File: config.mk
export PLATFORM = sky130hd
export DESIGN_NAME = frame_extended_pwm_compare_core_flat
export DESIGN_NICKNAME = d
export VERILOG_FILES = /design/src/rtl/core/fepc_pkg.sv /design/src/rtl/core/fepc_if.sv /design/src/rtl/core/fepc_clamp.sv /design/src/rtl/core/fepc_chan.sv /design/src/rtl/core/frame_extended_pwm_compare_core.sv /design/src/flat_wrapper.sv
export SDC_FILE = /design/constraint.sdc
export NUM_CORES = 1
export LEC_CHECK = 0
export BUFFER_PORTS_ARGS = -buffer_cell sky130_fd_sc_hd__buf_2
export CAP_MARGIN = 20
export CORE_ASPECT_RATIO = 0.75
export CORE_MARGIN = 2
export CORE_UTILIZATION = 50
export DETAILED_ROUTE_END_ITERATION = 12
export PLACE_DENSITY = 0.75
export SLEW_MARGIN = 30
export SYNTH_ARGS = -nofsm -noshare
export SYNTH_HDL_FRONTEND = slang
export SYNTH_SLANG_ARGS = --single-unit
File: constraint.sdc
create_clock -name clk -period 4.5 [get_ports clk]
set_input_delay 0.675 -clock clk [delete_from_list [all_inputs] [get_ports clk]]
set_output_delay 0.675 -clock clk [all_outputs]
set_load 0.1 [all_outputs]
File: src/rtl/core/fepc_pkg.sv
// Package for the frame-extended PWM compare core.
// Holds the shared codes, widths and types. It depends on nothing else.
package fepc_pkg;

  localparam int unsigned BYTE_W     = 8;
  localparam int unsigned DUTY_W     = 16;
  localparam int unsigned CFG_IDX_W  = 3;
  localparam int unsigned CFG_DATA_W = 8;

  // Operation codes of an input item.
  localparam logic OP_SET  = 1'b0;
  localparam logic OP_TICK = 1'b1;

  // Configuration register indexes.
  localparam logic [CFG_IDX_W-1:0] REG_MAX_CYCLE    = 3'd0;
  localparam logic [CFG_IDX_W-1:0] REG_MAX_POSITION = 3'd1;
  localparam logic [CFG_IDX_W-1:0] REG_MIN_CYCLE    = 3'd2;
  localparam logic [CFG_IDX_W-1:0] REG_MIN_POSITION = 3'd3;
  localparam logic [CFG_IDX_W-1:0] REG_FRAME_LENGTH = 3'd4;

  // Reset values of the configuration registers.
  localparam logic [BYTE_W-1:0] MAX_CYCLE_RST    = 8'hFF;
  localparam logic [BYTE_W-1:0] MAX_POSITION_RST = 8'hFF;
  localparam logic [BYTE_W-1:0] MIN_CYCLE_RST    = 8'h00;
  localparam logic [BYTE_W-1:0] MIN_POSITION_RST = 8'h00;
  localparam logic [BYTE_W-1:0] FRAME_LENGTH_RST = 8'd117;

  // Compare levels before and after the active period of a frame.
  localparam logic [BYTE_W-1:0] CMP_FULL  = 8'hFF;
  localparam logic [BYTE_W-1:0] CMP_EMPTY = 8'h00;

  typedef struct packed {
    logic [BYTE_W-1:0] max_cycle;
    logic [BYTE_W-1:0] max_position;
    logic [BYTE_W-1:0] min_cycle;
    logic [BYTE_W-1:0] min_position;
  } fepc_limits_t;

endpackage

File: src/rtl/core/fepc_if.sv
// Handshake interfaces of the frame-extended PWM compare core.
// Depends on fepc_pkg for the field widths.
interface fepc_cmd_if;
  logic                          valid;
  logic                          ready;
  logic                          operation;
  logic                          channel;
  logic [fepc_pkg::DUTY_W-1:0]   duty_value;

  modport source (output valid, operation, channel, duty_value, input ready);
  modport sink   (input valid, operation, channel, duty_value, output ready);
endinterface

interface fepc_result_if;
  logic                          valid;
  logic                          ready;
  logic [fepc_pkg::BYTE_W-1:0]   frame_index;
  logic [fepc_pkg::BYTE_W-1:0]   compare_a;
  logic [fepc_pkg::BYTE_W-1:0]   compare_b;

  modport source (output valid, frame_index, compare_a, compare_b, input ready);
  modport sink   (input valid, frame_index, compare_a, compare_b, output ready);
endinterface

interface fepc_cfg_if;
  logic                            valid;
  logic                            ready;
  logic [fepc_pkg::CFG_IDX_W-1:0]  index;
  logic [fepc_pkg::CFG_DATA_W-1:0] data;

  modport source (output valid, index, data, input ready);
  modport sink   (input valid, index, data, output ready);
endinterface

File: src/rtl/core/fepc_clamp.sv
// Clamp of a 16-bit duty value into a cycle index and a position.
// Depends on fepc_pkg for the limits type.
module fepc_clamp (
  input  logic [fepc_pkg::DUTY_W-1:0] duty_value,
  input  fepc_pkg::fepc_limits_t      limits,
  output logic [fepc_pkg::BYTE_W-1:0] cycle,
  output logic [fepc_pkg::BYTE_W-1:0] position
);

  logic [fepc_pkg::BYTE_W-1:0] cyc_hi;
  logic [fepc_pkg::BYTE_W-1:0] pos_hi;

  // The upper clamp is applied first, then the lower one on its result.
  always_comb begin
    cyc_hi = duty_value[fepc_pkg::DUTY_W-1:fepc_pkg::BYTE_W];
    pos_hi = duty_value[fepc_pkg::BYTE_W-1:0];
    if (cyc_hi > limits.max_cycle) begin
      cyc_hi = limits.max_cycle;
      if (pos_hi > limits.max_position) begin
        pos_hi = limits.max_position;
      end
    end
    cycle    = cyc_hi;
    position = pos_hi;
    if (cyc_hi < limits.min_cycle) begin
      cycle = limits.min_cycle;
      if (pos_hi < limits.min_position) begin
        position = limits.min_position;
      end
    end
  end

endmodule

File: src/rtl/core/fepc_chan.sv
// One PWM channel: stored cycle and position, and the compare value for a frame count.
// Depends on fepc_pkg for widths and compare levels.
module fepc_chan (
  input  logic                        clk,
  input  logic                        rst,
  input  logic                        wr_en,
  input  logic [fepc_pkg::BYTE_W-1:0] set_cycle,
  input  logic [fepc_pkg::BYTE_W-1:0] set_position,
  input  logic [fepc_pkg::BYTE_W-1:0] frame,
  output logic [fepc_pkg::BYTE_W-1:0] compare
);

  logic [fepc_pkg::BYTE_W-1:0] stored_cycle;
  logic [fepc_pkg::BYTE_W-1:0] stored_position;

  always_ff @(posedge clk) begin
    if (rst) begin
      stored_cycle    <= '0;
      stored_position <= '0;
    end else if (wr_en) begin
      stored_cycle    <= set_cycle;
      stored_position <= set_position;
    end
  end

  always_comb begin
    if (frame == stored_cycle) begin
      compare = stored_position;
    end else if (frame < stored_cycle) begin
      compare = fepc_pkg::CMP_FULL;
    end else begin
      compare = fepc_pkg::CMP_EMPTY;
    end
  end

endmodule

File: src/rtl/core/frame_extended_pwm_compare_core.sv
// Top level of the frame-extended PWM compare core.
// Depends on fepc_pkg, the interfaces in fepc_if, fepc_clamp and fepc_chan.

// This core stretches an 8-bit PWM to 16-bit resolution by spreading each duty value over
// a frame of 8-bit periods. A set item clamps its duty value (high byte is the cycle index,
// low byte the position) against the limit registers and stores it for the addressed channel;
// it gives no result. A tick item advances the frame counter, which wraps to zero once it
// reaches frame_length, and gives one result with the new count and each channel's compare
// value: 255 before its stored cycle, its stored position in that cycle, and 0 after it.
// Every item passes through an input register and, for a tick, a result register, so one
// item is taken per clock unless a tick waits for a full result register. A tick's
// result is offered from the cycle after the tick leaves the input register.
// The input register keeps taking items while a result waits, until the result register is
// full and a tick would need it; set items drain past a stalled result. Configuration writes
// are taken in every cycle and should only be made while the core is idle. A channel beyond
// CHANNELS ignores its set items and its compare output reads zero.
module frame_extended_pwm_compare_core #(
  parameter int unsigned CHANNELS = 2
) (
  input  logic                 clk,
  input  logic                 rst,
  fepc_cmd_if.sink             cmd,
  fepc_result_if.source        result,
  fepc_cfg_if.sink             cfg
);

  localparam int unsigned MAX_CHANNELS = 2;

  // Configuration registers.
  fepc_pkg::fepc_limits_t      limits;
  logic [fepc_pkg::BYTE_W-1:0] frame_length;

  // Input register.
  logic                        in_valid;
  logic                        in_operation;
  logic                        in_channel;
  logic [fepc_pkg::DUTY_W-1:0] in_duty;

  // Frame state and the result register.
  logic [fepc_pkg::BYTE_W-1:0] frame_counter;
  logic [fepc_pkg::BYTE_W-1:0] frame_counter_next;
  logic                        out_valid;
  logic [fepc_pkg::BYTE_W-1:0] out_frame;
  logic [fepc_pkg::BYTE_W-1:0] out_compare_a;
  logic [fepc_pkg::BYTE_W-1:0] out_compare_b;

  logic                        is_tick;
  logic                        advance;
  logic                        tick_fire;
  logic [fepc_pkg::BYTE_W-1:0] set_cycle;
  logic [fepc_pkg::BYTE_W-1:0] set_position;
  logic [fepc_pkg::BYTE_W-1:0] compare [MAX_CHANNELS];

  // The configuration port never stalls.
  assign cfg.ready = 1'b1;

  always_ff @(posedge clk) begin
    if (rst) begin
      limits.max_cycle    <= fepc_pkg::MAX_CYCLE_RST;
      limits.max_position <= fepc_pkg::MAX_POSITION_RST;
      limits.min_cycle    <= fepc_pkg::MIN_CYCLE_RST;
      limits.min_position <= fepc_pkg::MIN_POSITION_RST;
      frame_length        <= fepc_pkg::FRAME_LENGTH_RST;
    end else if (cfg.valid) begin
      unique case (cfg.index)
        fepc_pkg::REG_MAX_CYCLE:    limits.max_cycle    <= cfg.data;
        fepc_pkg::REG_MAX_POSITION: limits.max_position <= cfg.data;
        fepc_pkg::REG_MIN_CYCLE:    limits.min_cycle    <= cfg.data;
        fepc_pkg::REG_MIN_POSITION: limits.min_position <= cfg.data;
        fepc_pkg::REG_FRAME_LENGTH: frame_length        <= cfg.data;
        default: begin
          // Indexes past the register list are dropped.
        end
      endcase
    end
  end

  // A set item always leaves the input register; a tick needs room in the result register.
  assign is_tick   = (in_operation == fepc_pkg::OP_TICK);
  assign advance   = in_valid && (!is_tick || !out_valid || result.ready);
  assign tick_fire = advance && is_tick;
  assign cmd.ready = !in_valid || advance;

  always_ff @(posedge clk) begin
    if (rst) begin
      in_valid <= 1'b0;
    end else if (cmd.ready) begin
      in_valid <= cmd.valid;
    end
  end

  always_ff @(posedge clk) begin
    if (cmd.valid && cmd.ready) begin
      in_operation <= cmd.operation;
      in_channel   <= cmd.channel;
      in_duty      <= cmd.duty_value;
    end
  end

  fepc_clamp u_clamp (
    .duty_value (in_duty),
    .limits     (limits),
    .cycle      (set_cycle),
    .position   (set_position)
  );

  // The counter steps by one and returns to zero once it reaches the frame length.
  always_comb begin
    frame_counter_next = frame_counter + 8'd1;
    if (frame_counter_next >= frame_length) begin
      frame_counter_next = '0;
    end
  end

  always_ff @(posedge clk) begin
    if (rst) begin
      frame_counter <= '0;
    end else if (tick_fire) begin
      frame_counter <= frame_counter_next;
    end
  end

  // Channels that exist hold their settings; the others read as zero.
  for (genvar g = 0; g < MAX_CHANNELS; g++) begin : g_chan
    if (g < CHANNELS) begin : g_used
      logic wr_en;
      assign wr_en = advance && !is_tick && (in_channel == 1'(g));
      fepc_chan u_chan (
        .clk          (clk),
        .rst          (rst),
        .wr_en        (wr_en),
        .set_cycle    (set_cycle),
        .set_position (set_position),
        .frame        (frame_counter_next),
        .compare      (compare[g])
      );
    end else begin : g_unused
      assign compare[g] = fepc_pkg::CMP_EMPTY;
    end
  end

  always_ff @(posedge clk) begin
    if (rst) begin
      out_valid <= 1'b0;
    end else if (tick_fire) begin
      out_valid <= 1'b1;
    end else if (result.ready) begin
      out_valid <= 1'b0;
    end
  end

  always_ff @(posedge clk) begin
    if (tick_fire) begin
      out_frame     <= frame_counter_next;
      out_compare_a <= compare[0];
      out_compare_b <= compare[1];
    end
  end

  assign result.valid       = out_valid;
  assign result.frame_index = out_frame;
  assign result.compare_a   = out_compare_a;
  assign result.compare_b   = out_compare_b;

endmodule
File: src/flat_wrapper.sv
// flat-port wrapper written by rule: the top's interface ports become plain ports
module frame_extended_pwm_compare_core_flat 
#(
  parameter int unsigned CHANNELS = 2
)
  (clk, rst, cmd_valid, cmd_operation, cmd_channel, cmd_duty_value, cmd_ready, result_valid, result_frame_index, result_compare_a, result_compare_b, result_ready, cfg_valid, cfg_index, cfg_data, cfg_ready);
  fepc_cmd_if cmd_i ();
  fepc_result_if result_i ();
  fepc_cfg_if cfg_i ();
  input  logic clk;
  input  logic rst;
  input wire logic [$bits(cmd_i.valid)-1:0] cmd_valid;
  input wire logic [$bits(cmd_i.operation)-1:0] cmd_operation;
  input wire logic [$bits(cmd_i.channel)-1:0] cmd_channel;
  input wire logic [$bits(cmd_i.duty_value)-1:0] cmd_duty_value;
  output wire logic [$bits(cmd_i.ready)-1:0] cmd_ready;
  output wire logic [$bits(result_i.valid)-1:0] result_valid;
  output wire logic [$bits(result_i.frame_index)-1:0] result_frame_index;
  output wire logic [$bits(result_i.compare_a)-1:0] result_compare_a;
  output wire logic [$bits(result_i.compare_b)-1:0] result_compare_b;
  input wire logic [$bits(result_i.ready)-1:0] result_ready;
  input wire logic [$bits(cfg_i.valid)-1:0] cfg_valid;
  input wire logic [$bits(cfg_i.index)-1:0] cfg_index;
  input wire logic [$bits(cfg_i.data)-1:0] cfg_data;
  output wire logic [$bits(cfg_i.ready)-1:0] cfg_ready;
  assign cmd_i.valid = cmd_valid;
  assign cmd_i.operation = cmd_operation;
  assign cmd_i.channel = cmd_channel;
  assign cmd_i.duty_value = cmd_duty_value;
  assign cmd_ready = cmd_i.ready;
  assign result_valid = result_i.valid;
  assign result_frame_index = result_i.frame_index;
  assign result_compare_a = result_i.compare_a;
  assign result_compare_b = result_i.compare_b;
  assign result_i.ready = result_ready;
  assign cfg_i.valid = cfg_valid;
  assign cfg_i.index = cfg_index;
  assign cfg_i.data = cfg_data;
  assign cfg_ready = cfg_i.ready;
  frame_extended_pwm_compare_core #(.CHANNELS(CHANNELS)) u_core (.clk(clk), .rst(rst), .cmd(cmd_i), .result(result_i), .cfg(cfg_i));
endmodule
==> results.json <==
{
  "status": "complete, no violations",
  "areaGrowthSynthToFinish_pct": 17.9,
  "vias_per_cell": 5.50,
  "swShare_pct": 26.1,
  "gr-usage-all-layers_pct": 23.0,
  "timing.fmax_ghz": 0.231,
  "synth_nets": 732,
  "cp-end-kind": "flip-flop",
  "die_h_um": 99.7,
  "fp.dieW_um": 132,
  "path_delay_family": "simple AND/OR/NAND/NOR gates",
  "setup_violations": 0,
  "synth_most_common_cell": "nand2_1",
  "gp_congestion": 0.858,
  "syn_inst": 643,
  "grt_pass1_vias": 4864,
  "grt_max_degree": 53,
  "slew_headroom_pct": 36.0,
  "antennaDiodeCount": 0,
  "critPathMaxFanout": 8,
  "grt_first_pass_wirelength_um": 23700,
  "fp-row-count": 34,
  "clock_latency_ns": 0.41,
  "firstDrtPassIters": 7,
  "final_util_pct": 61.3,
  "synthArstFlopShare_pct": 0,
  "synth_top_area_share_pct": 26.9,
  "nets": 801,
  "vias": 4882,
  "hold_viol_final": 0,
  "synth_area_um2": 6110,
  "cts_tree": "yes",
  "drtAntennaViolNets": 0,
  "clock-sinks": 124,
  "period_needed_ns": 4.32,
  "ir_drop_mv": 0.331,
  "ys_seq_area_share_pct": 47.5,
  "grt-ovfl-total": 0,
  "cts-root-buf": "clkbuf_16",
  "cts_hold_buffers": 0,
  "drt-total-wl_um": 14700,
  "maxCapViolations": 0,
  "power_density_nw_per_um2": 391,
  "n_fill_cell": 986,
  "post-route-period-util_pct": 96.0,
  "drive_above_1_share_pct": 17.0,
  "crit_buf_inv": 1,
  "cp_cell_sequence": "ha_1 -> nor2b_1 -> o211ai_1 -> a21oi_2 -> a2111oi_4 -> nor3_4 -> mux2_2 -> ha_1 -> a21o_1 -> a21oi_1 -> o21ai_0 -> or3_1 -> nor4_2 -> o31ai_4 -> buf_12 -> mux2i_1 -> o21ai_1",
  "crit_arrival_ns": 4.59,
  "synth-main-ff-cell": "dfxtp_1",
  "antenna_found_initial": 0,
  "ios": 61,
  "initial_core_util_pct": 52.0,
  "synth-edff-count": 42,
  "ctsHtreeMaxLevel": 4,
  "slew_viol_final": 0,
  "place_hpwl_um": 10600,
  "avgSynthCellArea_um2": 9.50,
  "combPwrFrac_pct": 12.4,
  "worstMarginPinSlew_ns": 0.960,
  "stdcell_area_um2": 7200,
  "skew_ns": 0.00743,
  "wl_per_cell_um": 16.6,
  "core_um2": 11700,
  "ys.warnings.count": 0,
  "synthTopCellsByCount": "nand2_1 (97), dfxtp_1 (82), inv_1 (57)",
  "worst_hold_path_type": "input port to flip-flop",
  "clk_pin_slew_ns": 0.05,
  "clockBufferDepth": 2,
  "dieArea_um2": 13100,
  "start_kind": "flip-flop",
  "numCtsBuffers": 17,
  "power_switching_w": 0.000734,
  "yosysUniqueCellTypes": 53,
  "path_class": "flip-flop to flip-flop",
  "cpPeakStageDelay_ns": 0.44,
  "yosysTopAreaCell": "dfxtp_1",
  "internal_power_w": 0.00208,
  "p_leak_nw": 3.18,
  "cpMostUsedCell": "ha_1",
  "drt_iter0_drc": 281,
  "dpl_cell_area_um2": 6580,
  "slowest_stage": "or3_1",
  "seqPwrFrac_pct": 43.4,
  "synth_seq_cells": 124,
  "required_ns": 4.77,
  "clkPwrFrac_pct": 44.2,
  "drc_errors": 0,
  "port_buffers": 59,
  "synthTopCellsByArea": "dfxtp_1 (27%), edfxtp_1 (21%), ha_1 (11%)"
}
[cell families (layout without fill, tap and decap cells)]
group / after synthesis / count (layout) / share of synthesized area (%)
AND/OR/NAND/NOR: 208 / 208 / 15.8
AO/OA/AOI/OAI: 157 / 157 / 17.1
flip-flops: 124 / 124 / 47.5
buffers and inverters: 77 / 159 / 4.79
adder cells (fa/ha/maj): 55 / 55 / 11.3
multiplexers: 15 / 15 / 2.60
XOR/XNOR: 6 / 6 / 0.860
other: 1 / 1 / 0.0614
[power by group through the flow]
stage / registers [W] / logic [W] / clock network (W)
after global routing: 0.00123 / 0.000380 / 0.00130
final: 0.00122 / 0.000349 / 0.00124
after CTS: 0.00122 / 0.000340 / 0.00124
after floorplan: 0.00130 / 0.000185 / 0
after detailed placement: 0.00124 / 0.000335 / 0
after global placement: 0.00124 / 0.000319 / 0
[metrics by stage]
step,instances,power (W),hold WS (ns),worst slack [ns],setup TNS [ns]
floorplan,643,0.00148,0.425,0.470,0
detailed placement,850,0.00158,0.447,-0.0484,-0.365
finish,887,0.00282,0.434,0.179,0
global placement,850,0.00156,0.441,0.198,0
global route,887,0.00291,0.424,-0.0567,-0.338
CTS,882,0.00280,0.428,0.0574,0
[flip-flops by register name, indices dropped and copies added (netlist names), 8 cells and up]
register,cells
u_core.result.frame_index,8
u_core.result.compare_b,8
u_core.frame_length,8
u_core.g_chan.g_used.u_chan.stored_cycle,16
u_core.in_duty,16
u_core.frame_counter,8
u_core.result.compare_a,8
u_core.limits,32
u_core.g_chan.g_used.u_chan.stored_position,16
[timing repair]
item                                   4_1_cts  5_1_grt
setup endpoints to repair                   15       32
endpoints found under the hold margin        0        0
resized for setup                            1        8
buffers inserted                             0        5
pin swaps                                    0        2
[metal layers]
metal	GRT usage, %	part of all wire [%]	vias to the layer above
met2	39.3	48	139
met3	4.94	5.3	30
met4	6.86	1.8	0
met5	0	0	-
li1	-	-	2385
met1	29.6	45	2328
[layout by cell type (no fill, tap or decap), types with 10 or more instances in the layout]
cell type   n
a211o_1    15
a21o_1     26
a21oi_1    43
buf_2      59
buf_4      10
clkbuf_16  17
dfxtp_1    82
edfxtp_1   42
ha_1       55
inv_1      57
nand2_1    97
nor2_1     39
nor2b_1    12
o21ai_0    30
o21ai_1    14
[final timing paths]
kind,from,endpoint,slack [ns],cells after the start
hold / removal,cmd_duty_value[1],u_core.in_duty[1],0.43,1
setup / recovery,u_core.in_duty[1],flip-flop,0.18,17
hold reg to reg,u_core.limits[14],u_core.limits[14],0.45,2
setup reg to reg,u_core.in_duty[1],flip-flop,0.18,17
[area by class of cell]
class	instances	area, um2	share of cell area, %
inverter	57	214	2.97
tap	162	203	2.82
multi-input combinational	442	2960	41.1
clock inverter	9	72.6	1.01
clock buffer	23	458	6.36
sequential	124	2900	40.3
timing repair buffer	70	390	5.42
Power figures use the tool's default switching activity.
